`src/hw/rtl/bbd_pkg.sv`:
```
// shared types and constants for the bayer bilinear demosaic block
package bbd_pkg;

	localparam int COORD_BITS  = 13;
	localparam int SIZE_BITS   = 14;
	localparam int MIN_SIZE    = 3;
	localparam int MAX_HEIGHT  = 8192;
	localparam int QUEUE_DEPTH = 4;
	localparam int QPTR_BITS   = $clog2(QUEUE_DEPTH);
	localparam int QCOUNT_BITS = $clog2(QUEUE_DEPTH + 1);

	// register indexes on the configuration port
	localparam logic CFG_WIDTH  = 1'b0;
	localparam logic CFG_HEIGHT = 1'b1;

	// bayer site of an interior pixel (grbg mosaic)
	localparam logic [1:0] SITE_RED     = 2'd0;
	localparam logic [1:0] SITE_GREEN_R = 2'd1;
	localparam logic [1:0] SITE_GREEN_B = 2'd2;
	localparam logic [1:0] SITE_BLUE    = 2'd3;

	typedef struct packed {
		logic [1:0]            site;
		logic [COORD_BITS-1:0] pixel_column;
		logic [COORD_BITS-1:0] pixel_row;
		logic                  frame_end;
	} meta_t;

endpackage

```
`src/hw/rtl/bbd_back.sv`:
```
// back end: channel sums by site and the output register
module bbd_back #(
	parameter int SAMPLE_BITS = 10
) (
	input  logic                            clk,
	input  logic                            arst_n,
	input  logic                            q_valid,
	input  bbd_pkg::meta_t                  q_meta,
	input  logic [9*SAMPLE_BITS-1:0]        q_win,
	output logic                            pop,
	output logic                            out_valid,
	input  logic                            out_ready,
	output logic [15:0]                     red,
	output logic [15:0]                     green,
	output logic [15:0]                     blue,
	output logic [bbd_pkg::COORD_BITS-1:0]  pixel_column,
	output logic [bbd_pkg::COORD_BITS-1:0]  pixel_row,
	output logic                            frame_end
);

	localparam int SW   = SAMPLE_BITS;
	localparam int SUMW = SAMPLE_BITS + 2;

	logic [SW-1:0]      a_u, a_m, a_l, b_u, b_m, b_l, n_u, n_m, n_l;
	logic [SUMW-1:0]    ctr4, ns2, we2, nswe, diag;
	logic [SUMW-1:0]    rs, gs, bs;
	logic [SUMW+19:0]   r_wide, g_wide, b_wide;
	logic               out_valid_q;

	// window columns, oldest first, each {upper, middle, lower}
	assign a_u = q_win[9*SW-1 -: SW];
	assign a_m = q_win[8*SW-1 -: SW];
	assign a_l = q_win[7*SW-1 -: SW];
	assign b_u = q_win[6*SW-1 -: SW];
	assign b_m = q_win[5*SW-1 -: SW];
	assign b_l = q_win[4*SW-1 -: SW];
	assign n_u = q_win[3*SW-1 -: SW];
	assign n_m = q_win[2*SW-1 -: SW];
	assign n_l = q_win[SW-1 -: SW];

	assign ctr4  = {b_m, 2'b00};
	assign ns2   = {SUMW'(b_u) + SUMW'(b_l)} << 1;
	assign we2   = {SUMW'(a_m) + SUMW'(n_m)} << 1;
	assign nswe  = SUMW'(b_u) + SUMW'(b_l) + SUMW'(a_m) + SUMW'(n_m);
	assign diag  = SUMW'(a_u) + SUMW'(n_u) + SUMW'(a_l) + SUMW'(n_l);

	always_comb begin
		case (q_meta.site)
			bbd_pkg::SITE_RED: begin
				rs = ctr4;  gs = nswe;  bs = diag;
			end
			bbd_pkg::SITE_GREEN_R: begin
				rs = we2;   gs = ctr4;  bs = ns2;
			end
			bbd_pkg::SITE_GREEN_B: begin
				rs = ns2;   gs = ctr4;  bs = we2;
			end
			default: begin
				rs = diag;  gs = nswe;  bs = ctr4;
			end
		endcase
	end

	assign r_wide = {16'd0, rs, 4'd0};
	assign g_wide = {16'd0, gs, 4'd0};
	assign b_wide = {16'd0, bs, 4'd0};

	assign pop = q_valid && (!out_valid_q || out_ready);

	always_ff @(posedge clk or negedge arst_n) begin
		if (!arst_n) begin
			out_valid_q <= 1'b0;
		end else if (pop) begin
			out_valid_q <= 1'b1;
		end else if (out_ready) begin
			out_valid_q <= 1'b0;
		end
	end

	always_ff @(posedge clk) begin
		if (pop) begin
			red          <= r_wide[15:0];
			green        <= g_wide[15:0];
			blue         <= b_wide[15:0];
			pixel_column <= q_meta.pixel_column;
			pixel_row    <= q_meta.pixel_row;
			frame_end    <= q_meta.frame_end;
		end
	end

	assign out_valid = out_valid_q;

endmodule

```
`config.mk`:
```
export PLATFORM = sky130hd
export DESIGN_NAME = bbd_back
export DESIGN_NICKNAME = d
export VERILOG_FILES = /design/src/hw/rtl/bbd_pkg.sv /design/src/hw/rtl/bbd_back.sv
export SDC_FILE = /design/constraint.sdc
export NUM_CORES = 1
export LEC_CHECK = 0
export BUFFER_PORTS_ARGS = -buffer_cell sky130_fd_sc_hd__buf_2
export CORE_ASPECT_RATIO = 0.7
export CORE_MARGIN = 3
export CORE_UTILIZATION = 30
export DETAILED_ROUTE_END_ITERATION = 8
export GPL_TIMING_DRIVEN = 0
export PLACE_DENSITY = 0.64
export SETUP_SLACK_MARGIN = 0.2
export SYNTH_ARGS = -nofsm -noshare
export SYNTH_HDL_FRONTEND = slang
export SYNTH_SLANG_ARGS = --single-unit
```
`constraint.sdc`:
```
create_clock -name clk -period 2.26 [get_ports clk]
set_input_delay 0.226 -clock clk [delete_from_list [all_inputs] [get_ports clk]]
set_output_delay 0.226 -clock clk [all_outputs]
set_load 0.005 [all_outputs]
```
; ---- Word-level counts from Yosys, hierarchy flattened
; Index checks and enable logic that the tools add are counted.
; W data, S select, Z words.
[classes]
reduce_logical = 6
muxes = 5
add_sub_neg = 7
eq_ne = 2
[op_table]
columns = operator, n
row1 = $pmux W12 S3, 2
row2 = $add A10 B10 Y11, 3
row3 = $add A11 B10 Y12, 2
row4 = $add A12 B10 Y12, 2
row5 = $mux W12, 1
row6 = $eq A2 B1 Y1 const B, 1
row7 = $eq A2 B2 Y1 const B, 1
row8 = $logic_not A2 Y1, 1
row9 = $mux W1, 2
row10 = $reduce_bool A2 Y1, 1
row11 = $reduce_or A2 Y1, 1
row12 = $logic_and A1 B1 Y1, 1
row13 = $logic_not A1 Y1, 1
row14 = $logic_or A1 B1 Y1, 1
[totals]
out_inout_bits = 77
reg_bits = 64
inputBits = 123
word_cells = 28

; ---- Longest topological paths before layout
[logic_depth]
word_depth = 4
mapped_depth = 15
ltp_nobuf = 14

; ---- Worst setup path after synthesis
; Ideal clock, no wire load.
[synth_timing]
kind = in2reg
from = input q_win[30]
to = register green[14], data pin
t_required_ps = 2001
slack_ps = -1277
path_buffers = 0
t_arrival_ps = 3278
setup_ps = 259
cell_stages = 14
path_cell_list = ha_1 > fa_1 > a211oi_1 > o21bai_1 > a21oi_1 > xor2_1 > fa_1 > inv_1 > ha_1 > o21a_1 > o21a_1 > o21ai_0 > a221o_1 > a211o_1
[synth_between]
elab_chain_len = 4
[synth_lines]
columns = element, line_no
row1 = start: declaration, bbd_back.sv:9  ; input logic [9*SAMPLE_BITS-1:0] q_win,
row2 = $add A10 B10 Y11, bbd_back.sv:44  ; assign nswe = SUMW'(b_u) + SUMW'(b_l) + SUMW'(a_m) + SUMW'(n_m);
row3 = $add A11 B10 Y12, bbd_back.sv:44
row4 = $add A12 B10 Y12, bbd_back.sv:44
row5 = $mux W12, bbd_back.sv:48  ; case (q_meta.site)
row6 = net gs[10], bbd_back.sv:26  ; logic [SUMW-1:0] rs, gs, bs;
row7 = end signal: assignment, bbd_back.sv:83  ; green <= g_wide[15:0];
row8 = end: declaration, bbd_back.sv:14  ; output logic [15:0] green,
; The timed path passes the listed nets, and every way through them passes these cells.
; A chain may end at the register's enable or synchronous reset.

; ---- Final worst setup path
[layout_timing]
from = input q_win[50]
to = register green[14], data pin
; The elaborated chain is that of the path after synthesis.

==> reports/metrics.yaml <==
synthesis:
  seq_area_frac_synth_pct: 35.0
  synth-edff-count: 63
  synthArstFlopShare_pct: 1.56
  synth.area.top_cells: "edfxtp_1, fa_1, ha_1, inv_1, a21oi_1"
  synth_flop_cell: "edfxtp_1"
  syn_avg_cell_area_sq_um: 10.0
  synth_area_sq_um: 5480
  synth_top_area_share_pct: 34.6
  ys_types: 65
  syn_inst: 547
  synth_top_area_cell: "edfxtp_1"
  yosysWarnings: 0
  synth_seq_cells: 64
worst_hold_path:
  min_path_cells: 1
  worstHoldEndpoint: "pixel_row[4]"
  hold_start: "q_meta[5]"
  hp-class: "in -> reg"
clock_network:
  cts.sinks: 64
  clk_pin_slew_ns: 0.06
  insertion_delay_ns: 0.32
  cts_made_buffers: 9
  cts_buffer_depth: 2
  cts_tree: "built"
  htreeDepth: 3
  cts-root-buf: "clkbuf_16"
die:
  rows: 40
  io_pins: 200
  dieArea_sq_um: 19900
  coreArea_sq_um: 17500
  die_y_um: 119
  initial_core_util_pct: 31.3
  die_w_um: 167
sta:
  finalHoldViolations: 0
  finalClockSkew_ns: 0.00669
  period_minus_slack_ns: 3.26
  fmax_mhz: 307
  setup_slack_ns: -0.997
  final.setup.tns_ns: -16.63
  slew_headroom_pct: 40.4
  rsz0062_at_grt: "true"
  period_share_pct: 144
  slew_violations: 0
  tightest_slew_ns: 0.894
  setup_viol: 29
drt:
  drcViolationCount: 0
  drtIter0Drc: 384
  routed_via_density: 4.75
  routed_wl_um: 16000
  wl_per_cell_um: 15.6
  via_count: 4864
  dr.pass1.iters: 6
  ant_nets: 0
power_and_ir_drop:
  power.density_nw_per_um2: 765
  power_leakage_nw: 3.63
  p_sw_mw: 2.09
  p_int_mw: 3.94
  p_seq_share_pct: 25.0
  combPwrFrac_pct: 49.8
  peakVddDrop_mv: 0.375
  switching_share_pct: 34.6
  p_clk_share_pct: 25.2
worst_setup_path:
  worstSetupEndpointType: "flop"
  crit_path_top_delay_cell: "fa_1"
  cpLargestDelayFamily: "compound AO/OA/AOI/OAI gates"
  max_stage_delay_ns: 0.48
  arrival_ns: 3.33
  startpoint: "q_win[50]"
  rr_endpoint: "pixel_column[10]"
  reg2reg_slack_ns: 0.57
  required_ns: 2.33
  path_buf_inv: 3
  critical_path_class: "in -> reg"
  rr_worst_depth: 2
  cp-start-kind: "input port"
  path_max_fanout: 3
  r2r-start: "out_valid"
  crit_chain: "buf_6, ha_4, fa_2, a211oi_4, nor2_2, o21ai_2, xnor2_2, inv_1, fa_1, inv_1, ha_4, a2111o_1, a21oi_2, nor4_1, a211o_1"
cells_and_area:
  final_util_pct: 45.0
  drive_above_1_share_pct: 43.2
  final_cell_area_sq_um: 7880
  final_common_cell: "buf_2"
  fillers: 1706
  final_cell_mix: "buf_2, inv_1, edfxtp_1"
  final-seq-area_sq_um: 1920
  multi_input_comb_area_sq_um: 3540
  fin_nets: 986
  area_delta_synth_final_pct: 43.9
  final_cells: 1024
global_routing:
  grt_pass1_vias: 4816
  gr-usage-met1_pct: 22.4
  grt_overflow: 0
  top_usage_layer: "met2"
  groute.layer.met2.usage_pct: 22.9
  met3_usage_pct: 5.74
  grt_max_degree: 33
  antenna_found_initial: 5
  grt_first_pass_wirelength_um: 24700
  grt_use_total_pct: 15.7
outcome:
  status: "finished with violations"
  violations: "setup timing"
placement:
  postPlaceCellArea_sq_um: 6950
  place.gp.congestion: 0.866
  pre_cts_ws_ns: -1.51
  portBuffers: 187
  dp.cells: 976
  hpwl_um: 12400
flow_run:
  cap_viol_max_count: 0
==> routing by layer <==
metal | share of wire [%] | wire (um)
met1 | 47 | 7570
met2 | 42 | 6790
met3 | 9.6 | 1540
met4 | 0.44 | 70
met5 | 0.17 | 27
==> worst max-delay path by stage <==
stage                 to  slack [ns]  depth (start not counted)
2_1_floorplan  green[14]       -0.98                         14
3_3_place_gp   green[14]       -1.48                         14
3_5_place_dp   green[14]       -1.51                         14
4_1_cts        green[14]       -0.98                         15
5_1_grt        green[14]       -1.14                         15
6_report       green[14]        -1.0                         15
==> area by class of cell <==
class                   instances  area share (%)
diodes                          3          0.0953
plain buffers                  26            1.84
clock buffers                   9            2.86
clock inverters                 7            1.21
inverters                     111            5.67
multi-input cells             358            44.9
flip-flops and latches         64            24.3
well taps                     231            3.67
repair buffers                215            15.4
==> logic make-up (layout without fill, tap and decap cells) <==
family                     count (synthesis)  count (layout)  share of synthesized area, %
AOI/OAI and AO/OA                        136             136                          18.0
xor gates and xnor gates                  23              23                          3.68
adders and majority gates                 78              78                          22.3
buffers and inverters                    137             368                          10.3
DFF                                       64              64                          35.0
muxes                                      5               5                         0.937
other                                      1              15                        0.0685
and+or+nand+nor                          103             104                          9.67
==> synth_stat cells, drive strengths merged (4+ instances only) <==
library cell / n
a21oi: 34
a211o: 4
inv: 110
clkbuf: 12
nor2b: 7
ha: 45
a211oi: 7
o21a: 9
fa: 33
o21ai: 21
a222oi: 9
xor2: 10
a221oi: 5
nor3b: 7
xnor2: 13
edfxtp: 63
mux2i: 4
or2: 4
nand2: 28
a21o: 7
o21bai: 7
nor3: 5
nand2b: 6
nor2: 26
buf: 14
==> power groups by stage <==
stage,logic [mW],clock network (mW),registers [mW]
final,3.00,1.52,1.51
after global routing,3.30,1.61,1.52
after CTS,2.79,1.55,1.51
after detailed placement,2.42,0,1.53
after global placement,2.39,0,1.53
after floorplan,1.74,0,1.55
==> stage by stage <==
stage	power, mW	hold WS (ns)
finish	6.03	0.0749
CTS	5.85	0.0581
detailed placement	3.95	0.00204
floorplan	3.29	-0.0696
global route	6.43	0.0504
global placement	3.92	0.00121
==> flip-flops by register name, summed over array words and instances, names as in the netlist <==
register      flops
blue             12
frame_end         1
green            12
out_valid         1
pixel_column     13
pixel_row        13
red              12
==> repair_timing <==
item / 4_1_cts / 5_1_grt
hold endpoints to repair: 1 / 0
endpoints found under the setup margin: 31 / 30
hold buffers: 1 / 0
pin swaps: 44 / 26
setup buffers: 22 / 5
resized for setup: 49 / 26
gates cloned: 1 / 0
Note: power is estimated with default switching activity, not from simulation.
