**src/hw/rtl/bbd_pkg.sv**
```systemverilog
// shared types and constants for the bayer bilinear demosaic block
package bbd_pkg;

	localparam int COORD_BITS  = 13;
	localparam int SIZE_BITS   = 14;
	localparam int MIN_SIZE    = 3;
	localparam int MAX_HEIGHT  = 8192;
	localparam int QUEUE_DEPTH = 4;
	localparam int QPTR_BITS   = $clog2(QUEUE_DEPTH);
	localparam int QCOUNT_BITS = $clog2(QUEUE_DEPTH + 1);

	// register indexes on the configuration port
	localparam logic CFG_WIDTH  = 1'b0;
	localparam logic CFG_HEIGHT = 1'b1;

	// bayer site of an interior pixel (grbg mosaic)
	localparam logic [1:0] SITE_RED     = 2'd0;
	localparam logic [1:0] SITE_GREEN_R = 2'd1;
	localparam logic [1:0] SITE_GREEN_B = 2'd2;
	localparam logic [1:0] SITE_BLUE    = 2'd3;

	typedef struct packed {
		logic [1:0]            site;
		logic [COORD_BITS-1:0] pixel_column;
		logic [COORD_BITS-1:0] pixel_row;
		logic                  frame_end;
	} meta_t;

endpackage

```
**src/hw/rtl/bbd_queue.sv**
```systemverilog
// short job queue between front and back
module bbd_queue #(
	parameter int WIDTH = 8
) (
	input  logic                            clk,
	input  logic                            arst_n,
	input  logic                            push,
	input  logic [WIDTH-1:0]                push_data,
	input  logic                            pop,
	output logic                            q_valid,
	output logic [WIDTH-1:0]                q_data,
	output logic [bbd_pkg::QCOUNT_BITS-1:0] q_count
);

	logic [WIDTH-1:0]                 slot_q [bbd_pkg::QUEUE_DEPTH];
	logic [bbd_pkg::QPTR_BITS-1:0]    wr_ptr_q;
	logic [bbd_pkg::QPTR_BITS-1:0]    rd_ptr_q;
	logic [bbd_pkg::QCOUNT_BITS-1:0]  count_q;

	always_ff @(posedge clk or negedge arst_n) begin
		if (!arst_n) begin
			wr_ptr_q <= '0;
			rd_ptr_q <= '0;
			count_q  <= '0;
		end else begin
			if (push) begin
				wr_ptr_q <= wr_ptr_q + 1'b1;
			end
			if (pop) begin
				rd_ptr_q <= rd_ptr_q + 1'b1;
			end
			if (push && !pop) begin
				count_q <= count_q + 1'b1;
			end else if (pop && !push) begin
				count_q <= count_q - 1'b1;
			end
		end
	end

	always_ff @(posedge clk) begin
		if (push) begin
			slot_q[wr_ptr_q] <= push_data;
		end
	end

	assign q_valid = (count_q != '0);
	assign q_data  = slot_q[rd_ptr_q];
	assign q_count = count_q;

endmodule

```
**config.mk**
```make
export PLATFORM = sky130hd
export DESIGN_NAME = bbd_queue
export DESIGN_NICKNAME = d
export VERILOG_FILES = /design/src/hw/rtl/bbd_pkg.sv /design/src/hw/rtl/bbd_queue.sv
export SDC_FILE = /design/constraint.sdc
export NUM_CORES = 1
export LEC_CHECK = 0
export ABC_CLOCK_PERIOD_IN_PS = 1450
export BUFFER_PORTS_ARGS = -buffer_cell sky130_fd_sc_hd__clkbuf_2
export CAP_MARGIN = 25
export CORE_UTILIZATION = 40
export CTS_CLUSTER_SIZE = 8
export DETAILED_ROUTE_END_ITERATION = 10
export PLACE_DENSITY = 0.57
export SYNTH_ARGS = -nofsm -noshare
export SYNTH_HDL_FRONTEND = slang
export SYNTH_SLANG_ARGS = --single-unit
```
**constraint.sdc**
```tcl
create_clock -name clk -period 1.45 [get_ports clk]
set_input_delay 0.2175 -clock clk [delete_from_list [all_inputs] [get_ports clk]]
set_output_delay 0.2175 -clock clk [all_outputs]
set_load 0.005 [all_outputs]
```
# After elaboration in Yosys (flattened, before gate mapping)
# Memories as Yosys holds them, arrays and structs flattened.
# Index checks and enable logic that the tools add are counted.
totals:
  memories: 1
  input_bits: 12
  reg_bits: 7
  ram_bits: 32
classes:
  mux: 4
  add_sub_neg: 4
  n_reduce_logical: 6
mem_list:
  columns: ["name", "depth", "word_bits", "read_ports", "rd_ports_with_merged_regs", "wr", "line_no", "source"]
  rows:
  - ["slot_q", 4, 8, 1, 0, 1, "bbd_queue.sv:15", "logic [WIDTH-1:0] slot_q [bbd_pkg::QUEUE_DEPTH];"]
ops:
  columns: ["operator", "n"]
  rows:
  - ["$mux 3", 2]
  - ["$add 2x1->2 const B", 2]
  - ["$add 3x1->3 const B", 1]
  - ["$reduce_bool 3->1", 1]
  - ["$sub 3x1->3 const B", 1]
  - ["$logic_and 1x1->1", 2]
  - ["$logic_not 1->1", 2]
  - ["$mux 1", 2]
  - ["$reduce_bool 2->1", 1]

# Logic depth before layout (Yosys ltp)
# Gate-level depths: netlist of run 1.
logic_depth:
  word_depth: 4
  depth_mapped: 7
  depth_no_buf: 7

# Worst setup path before layout of run 1
# No wires, ideal clock.
synth_timing:
  kind: "register to register"
  start: "register count_q, in the netlist q_count[0]"
  end: "register count_q, in the netlist q_count[2]"
  n_path_buf: 0
  t_arrival_ns: 1.226
  required_ns: 1.371
  period_less_slack_ns: 1.306
  path_stages_with_launch: 5
  slack_ns: 0.144
  path_cell_list: "dfrtp_1 fa_1 xor2_1 nor2_1 xor2_1"
synth_between:
  elab_chain_len: 3
synth_rtl:
  columns: ["element", "line_no", "source"]
  rows:
  - ["start, declared", "bbd_queue.sv:18", "logic [bbd_pkg::QCOUNT_BITS-1:0] count_q;"]
  - ["start signal, assigned", "bbd_queue.sv:33", "count_q <= count_q + 1'b1;"]
  - ["start signal, assigned", "bbd_queue.sv:35", "count_q <= count_q - 1'b1;"]
  - ["$sub 3x1->3", "bbd_queue.sv:35", null]
  - ["$mux 3", "bbd_queue.sv:34", "end else if (pop && !push) begin"]
  - ["$mux 3 *", "bbd_queue.sv:32", "if (push && !pop) begin"]
# Mark *: on every way between the ends. The rest lies on a longest branch, timed or not. The select of a mux whose other input is x is not followed.
# A chain may end at the register's enable or synchronous reset.

# Worst setup path after layout of run 1
layout_timing:
  start: "register rd_ptr_q[0] (netlist name)"
  end: "output port q_data[4]"
layout_between:
  elab_chain_len: 1
layout_rtl:
  columns: ["element", "line_no", "source"]
  rows:
  - ["start, declared", "bbd_queue.sv:17", "logic [bbd_pkg::QPTR_BITS-1:0] rd_ptr_q;"]
  - ["start signal, assigned", "bbd_queue.sv:30", "rd_ptr_q <= rd_ptr_q + 1'b1;"]
  - ["$mem_v2 4x8", null, null]
  - ["end, declared", "bbd_queue.sv:11", "output logic [WIDTH-1:0] q_data,"]
# No other way between the ends.

==> results of run 1 <==
-- through the flow --
stage	TNS, ps	instance area, um^2	hold WS (ps)	utilization
6_report	-1700	1970	154	0.533
5_1_grt	-2310	1970	144	0.533
4_1_cts	-1850	1950	146	0.528
3_5_place_dp	-10.2	1820	68.4	0.492
3_3_place_gp	0	1820	65.4	0.492
2_1_floorplan	0	1540	-78.1	-
-- cells by family (layout without fill, tap and decap cells) --
logic type	after synthesis	in the layout	synth area share
fa+ha+maj	6	6	0.0536
xor+xnor	6	6	0.0341
compound gates	1	1	0.00324
mux	9	9	0.124
simple gates	8	8	0.0276
buf+inv	6	50	0.0203
flops	39	39	0.737
-- cell type report --
class	count	area (um^2)
clock buffer	5	68.8
clock inverter	3	38.8
fill	325	1720
inverter	4	15.0
multi-input combinational	30	377
sequential	39	1140
tap	48	60.1
timing repair buffer	38	270
-- cell usage after synthesis --
cell and count:
and2_1 4, buf_2 1, buf_6 1, dfrtp_1 7, edfxtp_1 32, fa_1 1
ha_1 5, inv_1 4, mux2_2 1, mux4_2 8, nand2_1 2, nor2_1 1
o21ai_0 1, or3_1 1, xnor2_1 2, xor2_1 4
-- metal layers --
layer	wire length (um)	GRT usage
met5	0	0
met4	50	0.0852
met3	71	0.0375
met2	1130	0.217
met1	1120	0.173
-- timing repair --
action	in CTS	in global routing
resized for setup	2	3
pin swaps	0	3
setup endpoints to repair	9	10
hold buffers	1	0
buffers inserted	1	1
endpoints found under the hold margin	7	0
gates cloned	0	0
-- worst max path at each step --
stage	start	to	slack [ps]	cells past startpoint
after floorplan	q_count[0]	q_count[2]	140	4
final	rd_ptr_q[0]	q_data[4]	-230	3
after detailed placement	pop	q_count[2]	-10	8
after global placement	pop	q_count[2]	40	8
after global routing	rd_ptr_q[0]	q_data[4]	-300	3
after CTS	rd_ptr_q[0]	q_data[7]	-260	3
-- power breakdown --
| group | leakage (nW) | switching [mW] | total [mW] | internal, mW |
|---|---|---|---|---|
| Clock | 0.0556 | 0.347 | 0.851 | 0.503 |
| Sequential | 0.376 | 0.180 | 1.68 | 1.50 |
| Combinational | 0.342 | 0.477 | 1.22 | 0.742 |
| Total | 0.774 | 1.01 | 3.75 | 2.75 |
-- state kept, by name, indices dropped and copies added, names as in the netlist --
signal,cells
wr_ptr_q,2
q_count,3
rd_ptr_q,2
slot_q,32
-- worst reg2reg max path, stage by stage, from the launching register on --
cell and delay (ps):
dfrtp_1 410, buf_6 130, fa_2 320, xor2_1 150
nor2_1 120, xor2_1 150
==> results.toml, run 1 <==
[outcome]
outcome = "finished, violations left"
failed_checks = "setup timing"

[detailed_routing]
dr.pass1.iters = 4
routed_via_density = 4.62
routedWlPerCell_um = 14.2
drt_iter0_markers = 32
dr_total_vias = 772
drc = 0
routed_wl_um = 2370
postRouteAntennaNets = 0

[clock_tree]
clk_latency_ps = 280
htree_levels = 2
clock-sinks = 39
clockBufferDepth = 2
cts.clk_slew.worst_paths_ps = 70
clockRootBuffer = "clkbuf_8"
cts_tree = "done"
cts_made_buffers = 5

[critical_path]
r2r_cells = 5
slowest_delay_ps = 500
critPathBufInv = 2
cp_top_family = "multiplexers"
worstPathArrival_ps = 1460
path_max_fanout = 4
critPathSlowestCell = "mux4_2"
path_cells = "buf_6, mux4_2, clkbuf_2"
startpoint_type = "flip-flop"
r2r_end = "q_count[2]"
worstSetupEndpointType = "output port"
r2r_slack_ps = 100
r2r_start = "q_count[0]"
critical_path_required_ps = 1230
worstSetupPathType = "flip-flop to output port"

[floorplan]
core_area_mm2 = 0.00369
die-area_mm2 = 0.00411
placementRows = 22
fp.dieH_um = 64.1
io_pins = 24
die_width_um = 64.1
start_util = 0.418

[power_and_ir_drop]
p_per_area_mw_per_mm2 = 1910
p_leak_nw = 0.774
p_total_mw = 3.75
ir_drop_mv = 0.904

[worst_hold_path]
hold_start = "push_data[0]"
holdPathEnd = "slot_q[1][0]"
hold_depth = 1
min_path_type = "primary input to flip-flop"

[timing]
post-route-period-util = 1.16
setup_viol = 9
slew_headroom = 0.705
fin_ws_ps = -230
rsz0062_at_grt = "yes"
slew_violations = 0
max_freq_mhz = 595
clock_skew_ps = 2.68
hold_viol = 0
worst_pin_slew_ps = 442
period_needed_ps = 1680

[yosys]
synth_area_mm2 = 0.00154
synth_top_area_cell = "edfxtp_1"
ys_ff_latch = 39
synth_cell_types = 16
ys_seq_area_frac = 0.737
syn_inst = 75
syn_nets = 93
yosysWarnings = 0
synthTopCellsByArea = "edfxtp_1 (62%), mux4_2 (12%), dfrtp_1 (11%)"
synth_top_area_share = 0.623
avgSynthCellArea_um2 = 20.6

[placed_design]
place_hpwl_um = 1680
port_buffers = 23
pre_cts_ws_ps = -10.2
placedCellCount = 156
gp_congestion = 0.666

[global_routing]
grt-ovfl-total = 0
grt_first_pass_wirelength_um = 4000
antenna_found_initial = 0
grtUsageTotal = 0.139
grt_max_degree = 13
grt_pass1_vias = 847

[final_layout]
fin_cells = 167
diodes = 0
synthToLayoutAreaGrowth_pct = 27.5
drive_above_1_share = 0.454
final_nets = 136
mostFrequentLayoutCells = "edfxtp_1 (32), clkbuf_2 (23), mux4_2 (8), buf_4 (8), dfrtp_1 (7)"
final_common_cell = "edfxtp_1"

[flow_run]
max_cap_violations = 0
Note: power is estimated with default switching activity, not from simulation.
==> run 2: changes to the inputs <==
==> constraint.sdc (replaced) <==
create_clock -name clk -period 1.45 [get_ports clk]
set_input_delay 0.2175 -clock clk [delete_from_list [all_inputs] [get_ports clk]]
set_output_delay 0.2175 -clock clk [all_outputs]
set_load 0.01 [all_outputs]
==> results.toml, run 2 (synthesis gave the netlist of run 1 again) <==
[worst_hold_path]
hold_depth = 1
min_path_type = "primary input to flip-flop"

[power_and_ir_drop]
p_leak_nw = 0.788
ir_drop_mv = 0.948
p_int_mw = 2.95
clkPwrFrac = 0.259
p_per_area_mw_per_mm2 = 2020
combPwrFrac = 0.326
p_switching_mw = 1.10
p_total_mw = 4.05
netSwitchingFraction = 0.272
seqPwrFrac = 0.415

[final_layout]
final_core_util = 0.543
largest_reg_flops = 32
diodes = 0
synthToLayoutAreaGrowth_pct = 29.9
final_common_cell = "edfxtp_1"
largest-register = "slot_q"
final_nets = 137
fin_cells = 168
drive_above_1_share = 0.467
mostFrequentLayoutCells = "edfxtp_1 (32), clkbuf_2 (23), buf_4 (9)"

[floorplan]
io_pins = 24
placementRows = 22
die_width_um = 64.1
core_area_mm2 = 0.00369
die-area_mm2 = 0.00411
start_util = 0.418
fp.dieH_um = 64.1

[timing]
period_needed_ps = 1700
worst_pin_slew_ps = 436
setup_viol = 9
post-route-period-util = 1.18
slew_headroom = 0.710
rsz0062_at_grt = "yes"
fin_ws_ps = -254
clock_skew_ps = 8.26
max_freq_mhz = 587
slew_violations = 0
hold_viol = 0
hold_slack_ps = 145

[critical_path]
critPathSlowestCell = "mux4_2"
path_max_fanout = 4
worstSetupPathType = "flip-flop to output port"
critical_path_required_ps = 1230
slowest_delay_ps = 500
worstPathArrival_ps = 1490
r2r_cells = 5
worstSetupEndpointType = "output port"
path_cells = "buf_6, mux4_2, clkbuf_2"
startpoint_type = "flip-flop"

[clock_tree]
cts_tree = "done"
clk_latency_ps = 290
clock-sinks = 39
cts_made_buffers = 5
clockBufferDepth = 2
cts.clk_slew.worst_paths_ps = 80
clockRootBuffer = "clkbuf_8"
htree_levels = 2

[global_routing]
antenna_found_initial = 0
grtUsageTotal = 0.137
grt_max_degree = 14
grt_pass1_vias = 811
grt_first_pass_wirelength_um = 3940
grt-ovfl-total = 0

[flow_run]
max_cap_violations = 0

[placed_design]
place_hpwl_um = 1750
port_buffers = 23
pre_cts_ws_ps = -12.8
gp_congestion = 0.666
placedCellCount = 156

[outcome]
failed_checks = "setup timing"
outcome = "finished, violations left"

[detailed_routing]
drt_iter0_markers = 18
routedWlPerCell_um = 14.3
dr_total_vias = 793
routed_wl_um = 2400
postRouteAntennaNets = 0
dr.pass1.iters = 4
routed_via_density = 4.72
drc = 0
run 2: changes by cell type in the layout (fill, tap and decap cells not counted):
cell / previous run / this run
buf_4: 8 / 9
clkinvlp_4: 0 / 1
clkinv_1: 1 / 0
clkinv_2: 1 / 0
bufinv_16: 1 / 2
run 2: metal layers:
metal,track usage,wire (um),share of wire
met1,0.163,1060,0.44
met3,0.0589,115,0.048
met5,0,0,0
met4,0.0426,32,0.013
met2,0.225,1190,0.50
run 2: cell type report:
type,count,area [um^2]
sequential,39,1140
inverter,4,15.0
fill,314,1690
multi-input combinational,30,377
clock buffer,5,68.8
tap,48,60.1
clock inverter,3,67.6
timing repair buffer,39,278
run 2: what timing repair did:
item                                    in CTS  in global routing
pin swaps                                    0                  3
hold buffers                                 1                  0
endpoints found under the hold margin        7                  0
resized for setup                            2                  3
endpoints found under the setup margin       9                 10
setup buffers                                1                  2
run 2: final timing paths:
path,slack (ps),startpoint,to
worst max-delay path,-250,rd_ptr_q[0],q_data[4]
worst min register to register,510,q_count[2],q_count[2]
worst min-delay path,150,push_data[4],slot_q[1][4]
worst max register to register,110,q_count[0],q_count[2]
max in group asynchronous,970,arst_n,wr_ptr_q[1]
min in group asynchronous,300,arst_n,q_count[1]
run 2: through the flow:
step,area [um^2],TNS (ps)
2_1_floorplan,1540,0
3_3_place_gp,1820,0
3_5_place_dp,1820,-12.8
4_1_cts,1980,-2100
5_1_grt,2000,-2460
6_report,2000,-1910
run 2: critical path: cells and delay by family (launching register included):
| kind | cells | cell delay, ps |
|---|---|---|
| buf+inv | 2 | 290 |
| flops | 1 | 410 |
| mux | 1 | 500 |
run 2: power groups by stage:
stage	Combinational, mW	Sequential [mW]	Clock (mW)
floorplan	0.753	1.64	0
global placement	1.21	1.69	0
detailed placement	1.25	1.71	0
CTS	1.30	1.68	1.08
global route	1.44	1.72	1.13
finish	1.32	1.68	1.05
